## src/hdl/assert_macros.svh

```systemverilog
// assertion macros shared by the allocator rtl
// clocked on clk; the reset-aware form is disabled while arst_n is low
`ifndef ASSERT_MACROS_SVH
`define ASSERT_MACROS_SVH

// check sampled at every rising clk edge, disabled during reset
`define ASA_ASSERT(label, prop, msg) \
	label: assert property (@(posedge clk) disable iff (!arst_n) prop) else $error(msg);

// check sampled at every rising clk edge, reset included
`define ASA_ASSERT_ALWAYS(label, prop, msg) \
	label: assert property (@(posedge clk) prop) else $error(msg);

`endif

```

## src/hdl/asa_pkg.sv

```systemverilog
// shared types and constants of the aligned stack allocator
// no dependencies
package asa_pkg;

	// fixed field widths
	localparam int OPCODE_W  = 2;
	localparam int DATA_W    = 32;
	localparam int ALIGN_W   = 8;
	localparam int STATUS_W  = 3;
	localparam int LIVE_W    = 7;
	localparam int ADJ_W     = 8;
	localparam int CFG_IDX_W = 1;

	// configuration register indexes
	localparam logic [CFG_IDX_W-1:0] CFG_BASE_ADDRESS = 1'b0;
	localparam logic [CFG_IDX_W-1:0] CFG_ARENA_SIZE   = 1'b1;

	// register reset values
	localparam logic [DATA_W-1:0] BASE_RESET  = 32'd0;
	localparam logic [DATA_W-1:0] ARENA_RESET = 32'd4096;

	typedef enum logic [OPCODE_W-1:0] {
		OP_ALLOC = 2'd0,
		OP_FREE  = 2'd1,
		OP_CLEAR = 2'd2
	} opcode_t;

	typedef enum logic [STATUS_W-1:0] {
		ST_OK      = 3'd0,
		ST_NOSPACE = 3'd1,
		ST_NOTTOP  = 3'd2,
		ST_EMPTY   = 3'd3,
		ST_BAD     = 3'd4,
		ST_FULL    = 3'd5
	} status_t;

	typedef enum logic {
		S_IDLE = 1'b0,
		S_EXEC = 1'b1
	} fsm_t;

endpackage

```

## src/hdl/asa_if.sv

```systemverilog
// request and response channel interfaces of the allocator
// depends on asa_pkg for field widths
interface asa_req_if import asa_pkg::*; ();
	logic                  valid;
	logic                  ready;
	logic [OPCODE_W-1:0]   opcode;
	logic [DATA_W-1:0]     request_bytes;
	logic [ALIGN_W-1:0]    alignment;
	logic [DATA_W-1:0]     free_address;

	modport source (output valid, opcode, request_bytes, alignment, free_address,
		input ready);
	modport sink (input valid, opcode, request_bytes, alignment, free_address,
		output ready);
endinterface

interface asa_rsp_if import asa_pkg::*; ();
	logic                  valid;
	logic                  ready;
	logic [DATA_W-1:0]     granted_address;
	logic [STATUS_W-1:0]   status;
	logic [DATA_W-1:0]     used_bytes;
	logic [DATA_W-1:0]     top_address;
	logic [LIVE_W-1:0]     live_count;

	modport source (output valid, granted_address, status, used_bytes, top_address,
		live_count, input ready);
	modport sink (input valid, granted_address, status, used_bytes, top_address,
		live_count, output ready);
endinterface

```

## src/hdl/aligned_stack_allocator.sv

```systemverilog
// aligned stack allocator: lifo arena allocator with alignment headers
// a request is taken in idle while the top record is read; the execute state then loads the result,
// a clear first popping every live block (one pop a cycle)
// a new request is taken only after that load, which waits while the held result is not yet taken
// reset: control state, counters and the arena size register reset at once (free position to base 0, size 4096);
// the record memory is not cleared, an entry is only read after it was pushed
// depends on asa_pkg, asa_if and assert_macros.svh
`include "assert_macros.svh"

module aligned_stack_allocator import asa_pkg::*; #(
	parameter int STACK_DEPTH  = 64,
	parameter int HEADER_BYTES = 16,
	parameter int ADDR_BITS    = 32
) (
	input  logic                 clk,
	input  logic                 arst_n,
	asa_req_if.sink              req,
	asa_rsp_if.source            rsp,
	input  logic                 cfg_we,
	input  logic [CFG_IDX_W-1:0] cfg_index,
	input  logic [DATA_W-1:0]    cfg_data
);

	localparam int IDX_W = (STACK_DEPTH > 1) ? $clog2(STACK_DEPTH) : 1;
	localparam int CNT_W = $clog2(STACK_DEPTH + 1);
	localparam int REC_W = ADJ_W + ADDR_BITS;
	localparam int CMP_W = (ADDR_BITS > DATA_W) ? ADDR_BITS : DATA_W;
	localparam int SUM_W = DATA_W + 2;
	localparam logic [ADJ_W:0]   HDR_BYTES = (ADJ_W + 1)'(HEADER_BYTES);
	localparam logic [CNT_W-1:0] DEPTH_CNT = CNT_W'(STACK_DEPTH);

	// configuration register
	logic [DATA_W-1:0]    arena_q;

	// allocator state
	logic [ADDR_BITS-1:0] nfp_q;
	logic [ADDR_BITS-1:0] top_q;
	logic [DATA_W-1:0]    bytes_q;
	logic [CNT_W-1:0]     count_q;
	fsm_t                 state_q;
	fsm_t                 state_d;

	// captured request
	opcode_t              op_s1;
	logic [DATA_W-1:0]    req_s1;
	logic [DATA_W-1:0]    faddr_s1;
	logic [ADJ_W-1:0]     adj_s1;
	logic                 bad_s1;

	// record memory: {adjustment, previous top}
	logic [REC_W-1:0]     rec_mem [STACK_DEPTH];
	logic [REC_W-1:0]     rdata_q;
	logic                 rd_en;
	logic [IDX_W-1:0]     rd_addr;
	logic                 wr_en;

	// result register
	logic                 out_valid_q;
	logic [DATA_W-1:0]    out_granted_q;
	status_t              out_status_q;
	logic [DATA_W-1:0]    out_used_q;
	logic [DATA_W-1:0]    out_top_q;
	logic [LIVE_W-1:0]    out_live_q;

	// control
	logic                 in_ready;
	logic                 accept;
	logic                 out_free;
	logic                 out_load;
	logic                 clear_pop;

	// header adjustment of the incoming request
	logic [ALIGN_W-1:0]   align_m1;
	logic [ADJ_W-1:0]     gap;
	logic [ADJ_W:0]       need;
	logic [ADJ_W:0]       rounded;
	logic [ADJ_W:0]       adj_full;
	logic                 bad_in;

	// datapath of the execute cycle
	logic [ADJ_W-1:0]     rd_adj;
	logic [ADDR_BITS-1:0] rd_prev;
	logic [ADDR_BITS-1:0] pop_span;
	logic [SUM_W-1:0]     need_sum;
	logic                 nospace;
	logic [ADDR_BITS-1:0] alloc_addr;
	logic                 alloc_ok;
	logic                 pop_ok;
	logic                 pop_now;
	logic                 alloc_now;
	status_t              res_status;
	logic [ADDR_BITS-1:0] nfp_d;
	logic [ADDR_BITS-1:0] top_d;
	logic [DATA_W-1:0]    bytes_d;
	logic [CNT_W-1:0]     count_d;

	assign accept   = req.valid && in_ready;
	assign out_free = !out_valid_q || rsp.ready;
	assign req.ready = in_ready;

	// state register
	always_ff @(posedge clk or negedge arst_n) begin
		if (!arst_n) begin
			state_q <= S_IDLE;
		end else begin
			state_q <= state_d;
		end
	end

	// next state, memory read and result load
	always_comb begin
		state_d   = state_q;
		in_ready  = 1'b0;
		rd_en     = 1'b0;
		rd_addr   = IDX_W'(count_q - CNT_W'(1));
		out_load  = 1'b0;
		clear_pop = 1'b0;
		case (state_q)
			S_IDLE: begin
				in_ready = 1'b1;
				if (req.valid) begin
					state_d = S_EXEC;
					rd_en   = (count_q != '0);
				end
			end
			S_EXEC: begin
				if (op_s1 == OP_CLEAR && count_q != '0) begin
					// pop one block and fetch the record below it
					clear_pop = 1'b1;
					rd_en     = (count_q > CNT_W'(1));
					rd_addr   = IDX_W'(count_q - CNT_W'(2));
				end else if (out_free) begin
					out_load = 1'b1;
					state_d  = S_IDLE;
				end
			end
			default: begin
				state_d = S_IDLE;
			end
		endcase
	end

	// forward alignment gap grown to hold the header
	always_comb begin
		align_m1 = req.alignment - ALIGN_W'(1);
		gap      = (ADJ_W'(0) - nfp_q[ADJ_W-1:0]) & align_m1;
		need     = HDR_BYTES - {1'b0, gap};
		rounded  = (need + {1'b0, align_m1}) & ~{1'b0, align_m1};
		if ({1'b0, gap} < HDR_BYTES) begin
			adj_full = {1'b0, gap} + rounded;
		end else begin
			adj_full = {1'b0, gap};
		end
		bad_in = (req.request_bytes == '0) || (req.alignment == '0) ||
			((req.alignment & align_m1) != '0);
	end

	// capture the request
	always_ff @(posedge clk) begin
		if (accept) begin
			op_s1    <= opcode_t'(req.opcode);
			req_s1   <= req.request_bytes;
			faddr_s1 <= req.free_address;
			adj_s1   <= adj_full[ADJ_W-1:0];
			bad_s1   <= bad_in;
		end
	end

	// record memory ports
	always_ff @(posedge clk) begin
		if (rd_en) begin
			rdata_q <= rec_mem[rd_addr];
		end
	end

	always_ff @(posedge clk) begin
		if (wr_en) begin
			rec_mem[IDX_W'(count_q)] <= {adj_s1, top_q};
		end
	end

	// result and state update of the execute cycle
	always_comb begin
		rd_adj     = rdata_q[REC_W-1 -: ADJ_W];
		rd_prev    = rdata_q[ADDR_BITS-1:0];
		pop_span   = nfp_q - top_q;
		need_sum   = SUM_W'(bytes_q) + SUM_W'(adj_s1) + SUM_W'(req_s1);
		nospace    = need_sum > SUM_W'(arena_q);
		alloc_addr = nfp_q + ADDR_BITS'(adj_s1);
		alloc_ok   = 1'b0;
		pop_ok     = 1'b0;
		res_status = ST_OK;
		case (op_s1)
			OP_ALLOC: begin
				if (bad_s1) begin
					res_status = ST_BAD;
				end else if (count_q >= DEPTH_CNT) begin
					res_status = ST_FULL;
				end else if (nospace) begin
					res_status = ST_NOSPACE;
				end else begin
					alloc_ok = 1'b1;
				end
			end
			OP_FREE: begin
				if (count_q == '0) begin
					res_status = ST_EMPTY;
				end else if (CMP_W'(faddr_s1) != CMP_W'(top_q)) begin
					res_status = ST_NOTTOP;
				end else begin
					pop_ok = 1'b1;
				end
			end
			OP_CLEAR: begin
				res_status = ST_OK;
			end
			default: begin
				res_status = ST_BAD;
			end
		endcase
		pop_now   = clear_pop || (out_load && pop_ok);
		alloc_now = out_load && alloc_ok;
		wr_en     = alloc_now;
		nfp_d     = nfp_q;
		top_d     = top_q;
		bytes_d   = bytes_q;
		count_d   = count_q;
		if (pop_now) begin
			nfp_d   = top_q - ADDR_BITS'(rd_adj);
			top_d   = rd_prev;
			bytes_d = bytes_q - DATA_W'(pop_span) - DATA_W'(rd_adj);
			count_d = count_q - CNT_W'(1);
		end else if (alloc_now) begin
			nfp_d   = alloc_addr + ADDR_BITS'(req_s1);
			top_d   = alloc_addr;
			bytes_d = DATA_W'(need_sum);
			count_d = count_q + CNT_W'(1);
		end
		// a base write moves the free position while no block is live
		if (cfg_we && cfg_index == CFG_BASE_ADDRESS && count_q == '0) begin
			nfp_d = ADDR_BITS'(cfg_data);
		end
	end

	// allocator state and configuration registers
	always_ff @(posedge clk or negedge arst_n) begin
		if (!arst_n) begin
			arena_q <= ARENA_RESET;
			nfp_q   <= ADDR_BITS'(BASE_RESET);
			top_q   <= '0;
			bytes_q <= '0;
			count_q <= '0;
		end else begin
			nfp_q   <= nfp_d;
			top_q   <= top_d;
			bytes_q <= bytes_d;
			count_q <= count_d;
			if (cfg_we && cfg_index == CFG_ARENA_SIZE) begin
				arena_q <= cfg_data;
			end
		end
	end

	// result valid
	always_ff @(posedge clk or negedge arst_n) begin
		if (!arst_n) begin
			out_valid_q <= 1'b0;
		end else if (out_load) begin
			out_valid_q <= 1'b1;
		end else if (rsp.ready) begin
			out_valid_q <= 1'b0;
		end
	end

	// result payload
	always_ff @(posedge clk) begin
		if (out_load) begin
			out_granted_q <= alloc_now ? DATA_W'(alloc_addr) : '0;
			out_status_q  <= res_status;
			out_used_q    <= bytes_d;
			out_top_q     <= (count_d != '0) ? DATA_W'(top_d) : '0;
			out_live_q    <= LIVE_W'(count_d);
		end
	end

	assign rsp.valid           = out_valid_q;
	assign rsp.granted_address = out_granted_q;
	assign rsp.status          = out_status_q;
	assign rsp.used_bytes      = out_used_q;
	assign rsp.top_address     = out_top_q;
	assign rsp.live_count      = out_live_q;

	// checks
	`ASA_ASSERT_ALWAYS(a_count_bound, count_q <= DEPTH_CNT, "live count beyond stack depth")
	`ASA_ASSERT(a_clear_empties, (out_load && op_s1 == OP_CLEAR) |=> (rsp.live_count == '0), "clear left live blocks")
	`ASA_ASSERT(a_grant_only_ok, (rsp.valid && rsp.status != ST_OK) |-> (rsp.granted_address == '0), "address granted on a failed request")
	`ASA_ASSERT(a_accept_exec, (req.valid && req.ready) |=> (state_q == S_EXEC), "accepted transaction not executed")
	`ASA_ASSERT(a_mem_port, wr_en |-> !rd_en, "record read and write in the same cycle")

endmodule

```

## src/flat_wrapper.sv

```systemverilog
// flat-port wrapper written by rule: the top's interface ports become plain ports
module aligned_stack_allocator_flat import asa_pkg::*;
#(
	parameter int STACK_DEPTH  = 64,
	parameter int HEADER_BYTES = 16,
	parameter int ADDR_BITS    = 32
)
  (clk, arst_n, cfg_we, cfg_index, cfg_data, req_valid, req_opcode, req_request_bytes, req_alignment, req_free_address, req_ready, rsp_valid, rsp_granted_address, rsp_status, rsp_used_bytes, rsp_top_address, rsp_live_count, rsp_ready);
  asa_req_if req_i ();
  asa_rsp_if rsp_i ();
  input  logic clk;
  input  logic arst_n;
  input  logic cfg_we;
  input  logic [CFG_IDX_W-1:0] cfg_index;
  input  logic [DATA_W-1:0] cfg_data;
  input wire logic [$bits(req_i.valid)-1:0] req_valid;
  input wire logic [$bits(req_i.opcode)-1:0] req_opcode;
  input wire logic [$bits(req_i.request_bytes)-1:0] req_request_bytes;
  input wire logic [$bits(req_i.alignment)-1:0] req_alignment;
  input wire logic [$bits(req_i.free_address)-1:0] req_free_address;
  output wire logic [$bits(req_i.ready)-1:0] req_ready;
  output wire logic [$bits(rsp_i.valid)-1:0] rsp_valid;
  output wire logic [$bits(rsp_i.granted_address)-1:0] rsp_granted_address;
  output wire logic [$bits(rsp_i.status)-1:0] rsp_status;
  output wire logic [$bits(rsp_i.used_bytes)-1:0] rsp_used_bytes;
  output wire logic [$bits(rsp_i.top_address)-1:0] rsp_top_address;
  output wire logic [$bits(rsp_i.live_count)-1:0] rsp_live_count;
  input wire logic [$bits(rsp_i.ready)-1:0] rsp_ready;
  assign req_i.valid = req_valid;
  assign req_i.opcode = req_opcode;
  assign req_i.request_bytes = req_request_bytes;
  assign req_i.alignment = req_alignment;
  assign req_i.free_address = req_free_address;
  assign req_ready = req_i.ready;
  assign rsp_valid = rsp_i.valid;
  assign rsp_granted_address = rsp_i.granted_address;
  assign rsp_status = rsp_i.status;
  assign rsp_used_bytes = rsp_i.used_bytes;
  assign rsp_top_address = rsp_i.top_address;
  assign rsp_live_count = rsp_i.live_count;
  assign rsp_i.ready = rsp_ready;
  aligned_stack_allocator #(.STACK_DEPTH(STACK_DEPTH), .HEADER_BYTES(HEADER_BYTES), .ADDR_BITS(ADDR_BITS)) u_core (.clk(clk), .arst_n(arst_n), .req(req_i), .rsp(rsp_i), .cfg_we(cfg_we), .cfg_index(cfg_index), .cfg_data(cfg_data));
endmodule
```

## config.mk

```make
export PLATFORM = sky130hd
export DESIGN_NAME = aligned_stack_allocator_flat
export DESIGN_NICKNAME = d
export VERILOG_FILES = /design/src/hdl/asa_pkg.sv /design/src/hdl/asa_if.sv /design/src/hdl/aligned_stack_allocator.sv /design/src/flat_wrapper.sv
export VERILOG_INCLUDE_DIRS = /design/src /design/src/hdl
export SDC_FILE = /design/constraint.sdc
export NUM_CORES = 2
export LEC_CHECK = 0
export BUFFER_PORTS_ARGS = -buffer_cell sky130_fd_sc_hd__buf_2
export CAP_MARGIN = 20
export CORE_MARGIN = 2
export CORE_UTILIZATION = 65
export CTS_BUF_LIST = sky130_fd_sc_hd__clkbuf_4 sky130_fd_sc_hd__clkbuf_8
export CTS_CLUSTER_SIZE = 10
export DETAILED_ROUTE_END_ITERATION = 7
export PLACE_DENSITY = 0.85
export SLEW_MARGIN = 20
export SYNTH_ARGS = -nofsm -noshare
export SYNTH_HDL_FRONTEND = slang
export SYNTH_SLANG_ARGS = --single-unit
```

## constraint.sdc

```tcl
create_clock -name clk -period 13.3 [get_ports clk]
set_input_delay 1.995 -clock clk [delete_from_list [all_inputs] [get_ports clk]]
set_output_delay 1.995 -clock clk [all_outputs]
set_load 0.05 [all_outputs]
```

After elaboration in Yosys (flattened, before gate mapping). Memories as Yosys holds them, arrays and structs flattened. A register that Yosys moved wholly into a read port is not among the register bits. Cells that the tools add are included.

Add/subtract/negate cells: 16. Order comparisons: 4. Equal/unequal tests: 3. Muxes and demuxes: 42. Bitwise operators: 6. Reductions and logical operators: 21.

Operators by type and width (count): 32-bit two-way mux (7); 32-bit subtractor (2); 32-bit by 8-bit subtractor with 32-bit output (2); 34-bit by 32-bit adder with 34-bit output (1); 34-bit by 32-bit > comparator with 1-bit output (1); 32-bit by 8-bit adder with 33-bit output (1); 32-bit adder (1); 32-bit by 8-bit adder with 32-bit output (1); 32-bit logical NOT (1); 32-bit inequality test (1); 8-bit AND (3); 1-bit two-way mux (23); 8-bit adder (2); 7-bit two-way mux (2); 7-bit nonzero test (2); 6-bit two-way mux (2); 3-bit two-way mux (3); 3-bit case mux with 3 select lines (1); 8-bit logical NOT (1); 8-bit by 5-bit less-than comparator with 1-bit output, second input constant (1); 8-bit two-way mux (1); 8-bit NOT (1); 8-bit nonzero test (1); 1-bit by 8-bit subtractor with 8-bit output, first input constant (1); 19 further kinds (30).

Bits in registers: 318. RAM bits: 2560. Input port bits: 112. Output and inout bits: 108. Memories: 1.

Memory list: u_core.rec_mem (words 64, width 40, rd ports 1, clocked after memory_dff 1, wr ports 1, RTL line aligned_stack_allocator.sv:51) `logic [REC_W-1:0] rec_mem [STACK_DEPTH];`.

Longest topological paths before layout.
Depth after elaboration: 11. Mapped depth: 34.

Least setup slack after synthesis. Ideal clock, no wire load.

Path kind: flip-flop to flip-flop. Start: register u_core.adj_s1[1]. End: memory u_core.rec_mem[40][0] (netlist name) (enable). Setup time: 438 ps. Data arrival time: 8911 ps. Required time: 12862 ps. Setup slack: 3951 ps. Stages on the path, launching flop included: 33. Path buffers: 2. Clock period less this slack: 9349 ps. Cell sequence: edfxtp_1 > ha_1 > a21o_1 > a21oi_1 > o21bai_1 > a21oi_1 > o21bai_1 > a21oi_1 > o21bai_1 > and4_1 > nand3_1 > xnor2_1 > ha_1 > a21oi_1 > a21oi_1 > a21bo_2 > a311o_1 > a31oi_1 > o21ai_0 > a21oi_1 > xor2_1 > ha_1 > a211oi_1 > o21ai_1 > a211oi_2 > nand2_1 > o311ai_4 > and2_1 > o211a_1 > clkbuf_1 > buf_2 > nand4b_1 > nor2_1.

Longest elaborated chain between the ends: 10.

RTL lines: start: declaration (RTL line aligned_stack_allocator.sv:47) `logic [ADJ_W-1:0] adj_s1;`; start signal: assignment (RTL line aligned_stack_allocator.sv:164) `adj_s1 <= adj_full[ADJ_W-1:0];`; 32-bit by 8-bit adder with 33-bit output (RTL line aligned_stack_allocator.sv:187) `need_sum = SUM_W'(bytes_q) + SUM_W'(adj_s1) + SUM_W'(req_s1);`; 34-bit by 32-bit adder with 34-bit output (RTL line aligned_stack_allocator.sv:187); 34-bit by 32-bit > comparator with 1-bit output (RTL line aligned_stack_allocator.sv:188) `nospace = need_sum > SUM_W'(arena_q);`; 1-bit two-way mux (RTL line aligned_stack_allocator.sv:199) `end else if (nospace) begin`; 1-bit two-way mux (RTL line aligned_stack_allocator.sv:197) `end else if (count_q >= DEPTH_CNT) begin`; 1-bit two-way mux (RTL line aligned_stack_allocator.sv:195) `if (bad_s1) begin`; 1-bit two-way mux (RTL line aligned_stack_allocator.sv:193) `case (op_s1)`; 1-bit logical AND (RTL line aligned_stack_allocator.sv:222) `alloc_now = out_load && alloc_ok;`; 1-bit two-way mux (RTL line aligned_stack_allocator.sv:177) `if (wr_en) begin`; 1-bit two-way mux (implied by the code) (RTL line aligned_stack_allocator.sv:178) `rec_mem[IDX_W'(count_q)] <= {adj_s1, top_q};`; end: declaration (RTL line aligned_stack_allocator.sv:51).

No other way between the ends.

Worst setup path after layout.
Start: register u_core.adj_s1[1]. End: memory u_core.rec_mem[51][2] (netlist name) (enable).

Same word-level chain as after synthesis.

==> impl_metrics.ini <==
[placement]
postPlaceCellArea_um2 = 127000
dp_slack_ns = 2.37
portBuffers = 219
hpwl_um = 210000
gp_congestion = 0.964

[worst_setup_path]
crit_path_top_delay_cell = nor2_4
critPathMostFrequentCell = a21oi_1
end_kind = flip-flop
r2r_slack_ns = 1.85
r2r-start = u_core.adj_s1[1]$_DFFE_PP_
arrival_ns = 12.22
startpoint = u_core.adj_s1[1]$_DFFE_PP_
start_kind = flip-flop
worstPathRequired_ns = 14.07
crit_path_max_fanout = 68
path_class = reg2reg
max_stage_delay_ns = 1.06

[logic_synthesis]
netlist_top_cells_area = edfxtp_1, mux4_2, dfrtp_1
synth_edf_count = 2781
yosysTopAreaCellShare_pct = 68.2
avgSynthCellArea_um2 = 18.8
synth_ff_type = edfxtp_1
syn_area_um2 = 122000
synth_warnings = 0
synth_nets = 6887
yosysTopAreaCell = edfxtp_1
syn_inst = 6526
ys_seq_area_share_pct = 71.0
synth_cell_types = 95
ys_ff_latch = 2918
synthArstFlopShare_pct = 4.69

[pwr]
p_int_mw = 22.2
p_clk_share_pct = 19.2
swShare_pct = 40.3
ir_worst_vdd_uv = 288
seqPwrFrac_pct = 33.1
power_mw = 37.2
cellPowerDensity_nw_per_um2 = 274
leakagePower_nw = 45.3
p_sw_mw = 15.0
pwr-share-comb_pct = 47.7

[global_routing]
grt_pass1_wl_um = 486000
antenna_found_initial = 24
grt_overflow = 0
grt_use_total_pct = 35.8
grt_max_degree = 133
grt_pass1_vias = 68700

[sta]
rsz0062_at_grt = false
setup_viol = 0
slew_violations = 0
max_freq_mhz = 87.3
skew_ns = 0.137
slew_headroom_pct = 15.6
hold_viol = 0
setup_slack_ns = 1.85
post-route-period-util_pct = 86.1
finalSetupTns_ns = 0
tightest_slew_ns = 1.26
fin_crit_ns = 11.45

[die]
coreArea_um2 = 187000
fp.dieArea_um2 = 192000
start_util_pct = 65.3
ios = 220
die_y_um = 438
fp-row-count = 159
die_x_um = 438

[clock_network]
cts_tree = done
cts.sinks = 2918
cts_max_level = 5
numCtsBuffers = 444
cts_setup_buffers = 0
clk_latency_ns = 1.15
clockBufferDepth = 4
clkTransAtPathRegs_ns = 0.06
root_buffer = clkbuf_8
post_cts_resized = 0
cts_hold_buf = 0

[status]
status = finished, final reports clean

[run]
maxCapViolCount = 0

[layout]
utilization_pct = 72.4
area_growth_pct = 10.8
multi_input_area_um2 = 34000
fill_cells = 10300
seq_area_um2 = 87000
drive_gt1_share_pct = 26.1
nets = 7413
postLayoutCellArea_um2 = 136000

[hold_path]
worstHoldStart = u_core.arena_q[20]$_DFFE_PN0P_
hold_class = reg2reg

[drt]
wl_um = 342000
drtAntennaViolNets = 0
wl_per_cell_um = 34.6
viasPerCell = 7.03
dr_total_vias = 69600
drc = 0
drt_first_iter_violations = 10400
firstDrtPassIters = 8
layer usage:
metal  GRT usage [%]  vias to the layer above  share of wire (%)
met4            18.7                       18                6.2
met5               0                        -              0.034
met1            45.8                    35200                 33
met2            57.2                     5645                 48
li1                -                    27600                  -
met3            9.28                     1063                 12
sequential cells by signal (all words and copies together) (netlist names), 7 cells and up:
| register | cells |
|---|---|
| u_core.faddr_s1 | 32 |
| u_core.adj_s1 | 8 |
| u_core.nfp_q | 32 |
| u_core.rsp.live_count | 7 |
| u_core.rsp.used_bytes | 32 |
| u_core.count_q | 7 |
| u_core.rdata_q | 40 |
| u_core.arena_q | 32 |
| u_core.rec_mem | 2560 |
| u_core.rsp.granted_address | 32 |
| u_core.rsp.top_address | 32 |
| u_core.top_q | 32 |
| u_core.req_s1 | 32 |
| u_core.bytes_q | 32 |
final timing paths:
check / endpoint / cells after the start
setup / recovery: u_core.rec_mem[51][2]$_DFFE_PP_ / 33
hold / removal: u_core.arena_q[20]$_DFFE_PN0P_ / 1
setup reg to reg: u_core.rec_mem[51][2]$_DFFE_PP_ / 33
hold reg to reg: u_core.arena_q[20]$_DFFE_PN0P_ / 1
max in group asynchronous: u_core.top_q[18]$_DFF_PN0_ / 2
min in group asynchronous: u_core.arena_q[15]$_DFFE_PN0P_ / 1
stage by stage:
step | hold WS (ns) | cells
2_1_floorplan | 0.473 | 6526
3_3_place_gp | 0.484 | 9100
3_5_place_dp | 0.493 | 9100
4_1_cts | 0.506 | 9879
5_1_grt | 0.519 | 9885
6_report | 0.505 | 9889
power groups by stage:
stage                     clock [mW]  combinational (mW)  sequential [mW]
after global routing            7.51                18.8             12.3
after detailed placement           0                17.2             12.5
final                           7.14                17.8             12.3
after CTS                       7.18                17.4             12.3
after floorplan                    0                11.1             13.1
after global placement             0                16.8             12.5
logic make-up (layout without fill, tap and decap cells):
group	after synthesis	in the layout	synth area share (%)
other	2	11	0.00613
flip-flops	2918	2918	71.0
adder cells (fa/ha/maj)	249	249	2.82
XOR/XNOR	207	207	1.49
AO/OA/AOI/OAI	903	903	4.90
AND/OR/NAND/NOR	868	868	3.77
multiplexers	895	895	14.3
buffers and inverters	484	1343	1.68
worst max-delay path: cells and delay by family (launching register included):
family / cells / cell delay, ns
simple gates: 10 / 4.59
compound gates: 16 / 3.85
fa+ha+maj: 3 / 1.04
buf+inv: 2 / 0.91
flops: 1 / 0.33
xor+xnor: 2 / 0.33
synthesized netlist by cell type, types with 45 or more instances:
cell      instances
fa_1             45
a21o_1           57
inv_1           174
mux2i_1         171
mux4_2          680
ha_1            204
and2_1           60
xor2_1           55
xnor2_1         151
nand3_1          57
dfrtp_1         136
edfxtp_1       2781
buf_2           135
nand2_1         135
nor2b_1         179
nor2_1          190
clkbuf_1        137
a21oi_1         272
o21ai_0         113
a211oi_1        188
cell type report:
type                    count  area share, %
clock buffers             602           5.42
repair buffers            390           1.85
flip-flops and latches   2918           64.1
diodes                      9         0.0166
multi-input cells        3124           25.1
inverters                 174          0.481
clock inverters           177          0.743
well taps                2495           2.30
cell usage in the layout (no fill, tap or decap), types with 21 or more instances in the layout:
cell type	n
mux4_2	680
nor3_1	43
mux2i_1	170
clkinv_2	53
nand2b_1	26
a211oi_1	188
and3_1	36
a21boi_1	30
a31oi_1	22
nand3_1	57
a21oi_1	272
dfrtp_2	31
nand4_1	42
nor2_4	68
a221o_1	34
clkinv_1	105
edfxtp_1	2781
buf_4	160
nand2_1	135
and2_1	60
clkbuf_8	454
buf_2	218
clkbuf_4	148
a21o_1	57
o21ai_0	112
fa_1	45
xnor2_1	148
xor2_1	55
inv_1	174
o21a_1	21
nor2b_1	179
ha_1	204
dfrtp_1	104
nor2_1	123
mux2_2	42
Note: power is estimated with default switching activity, not from simulation.
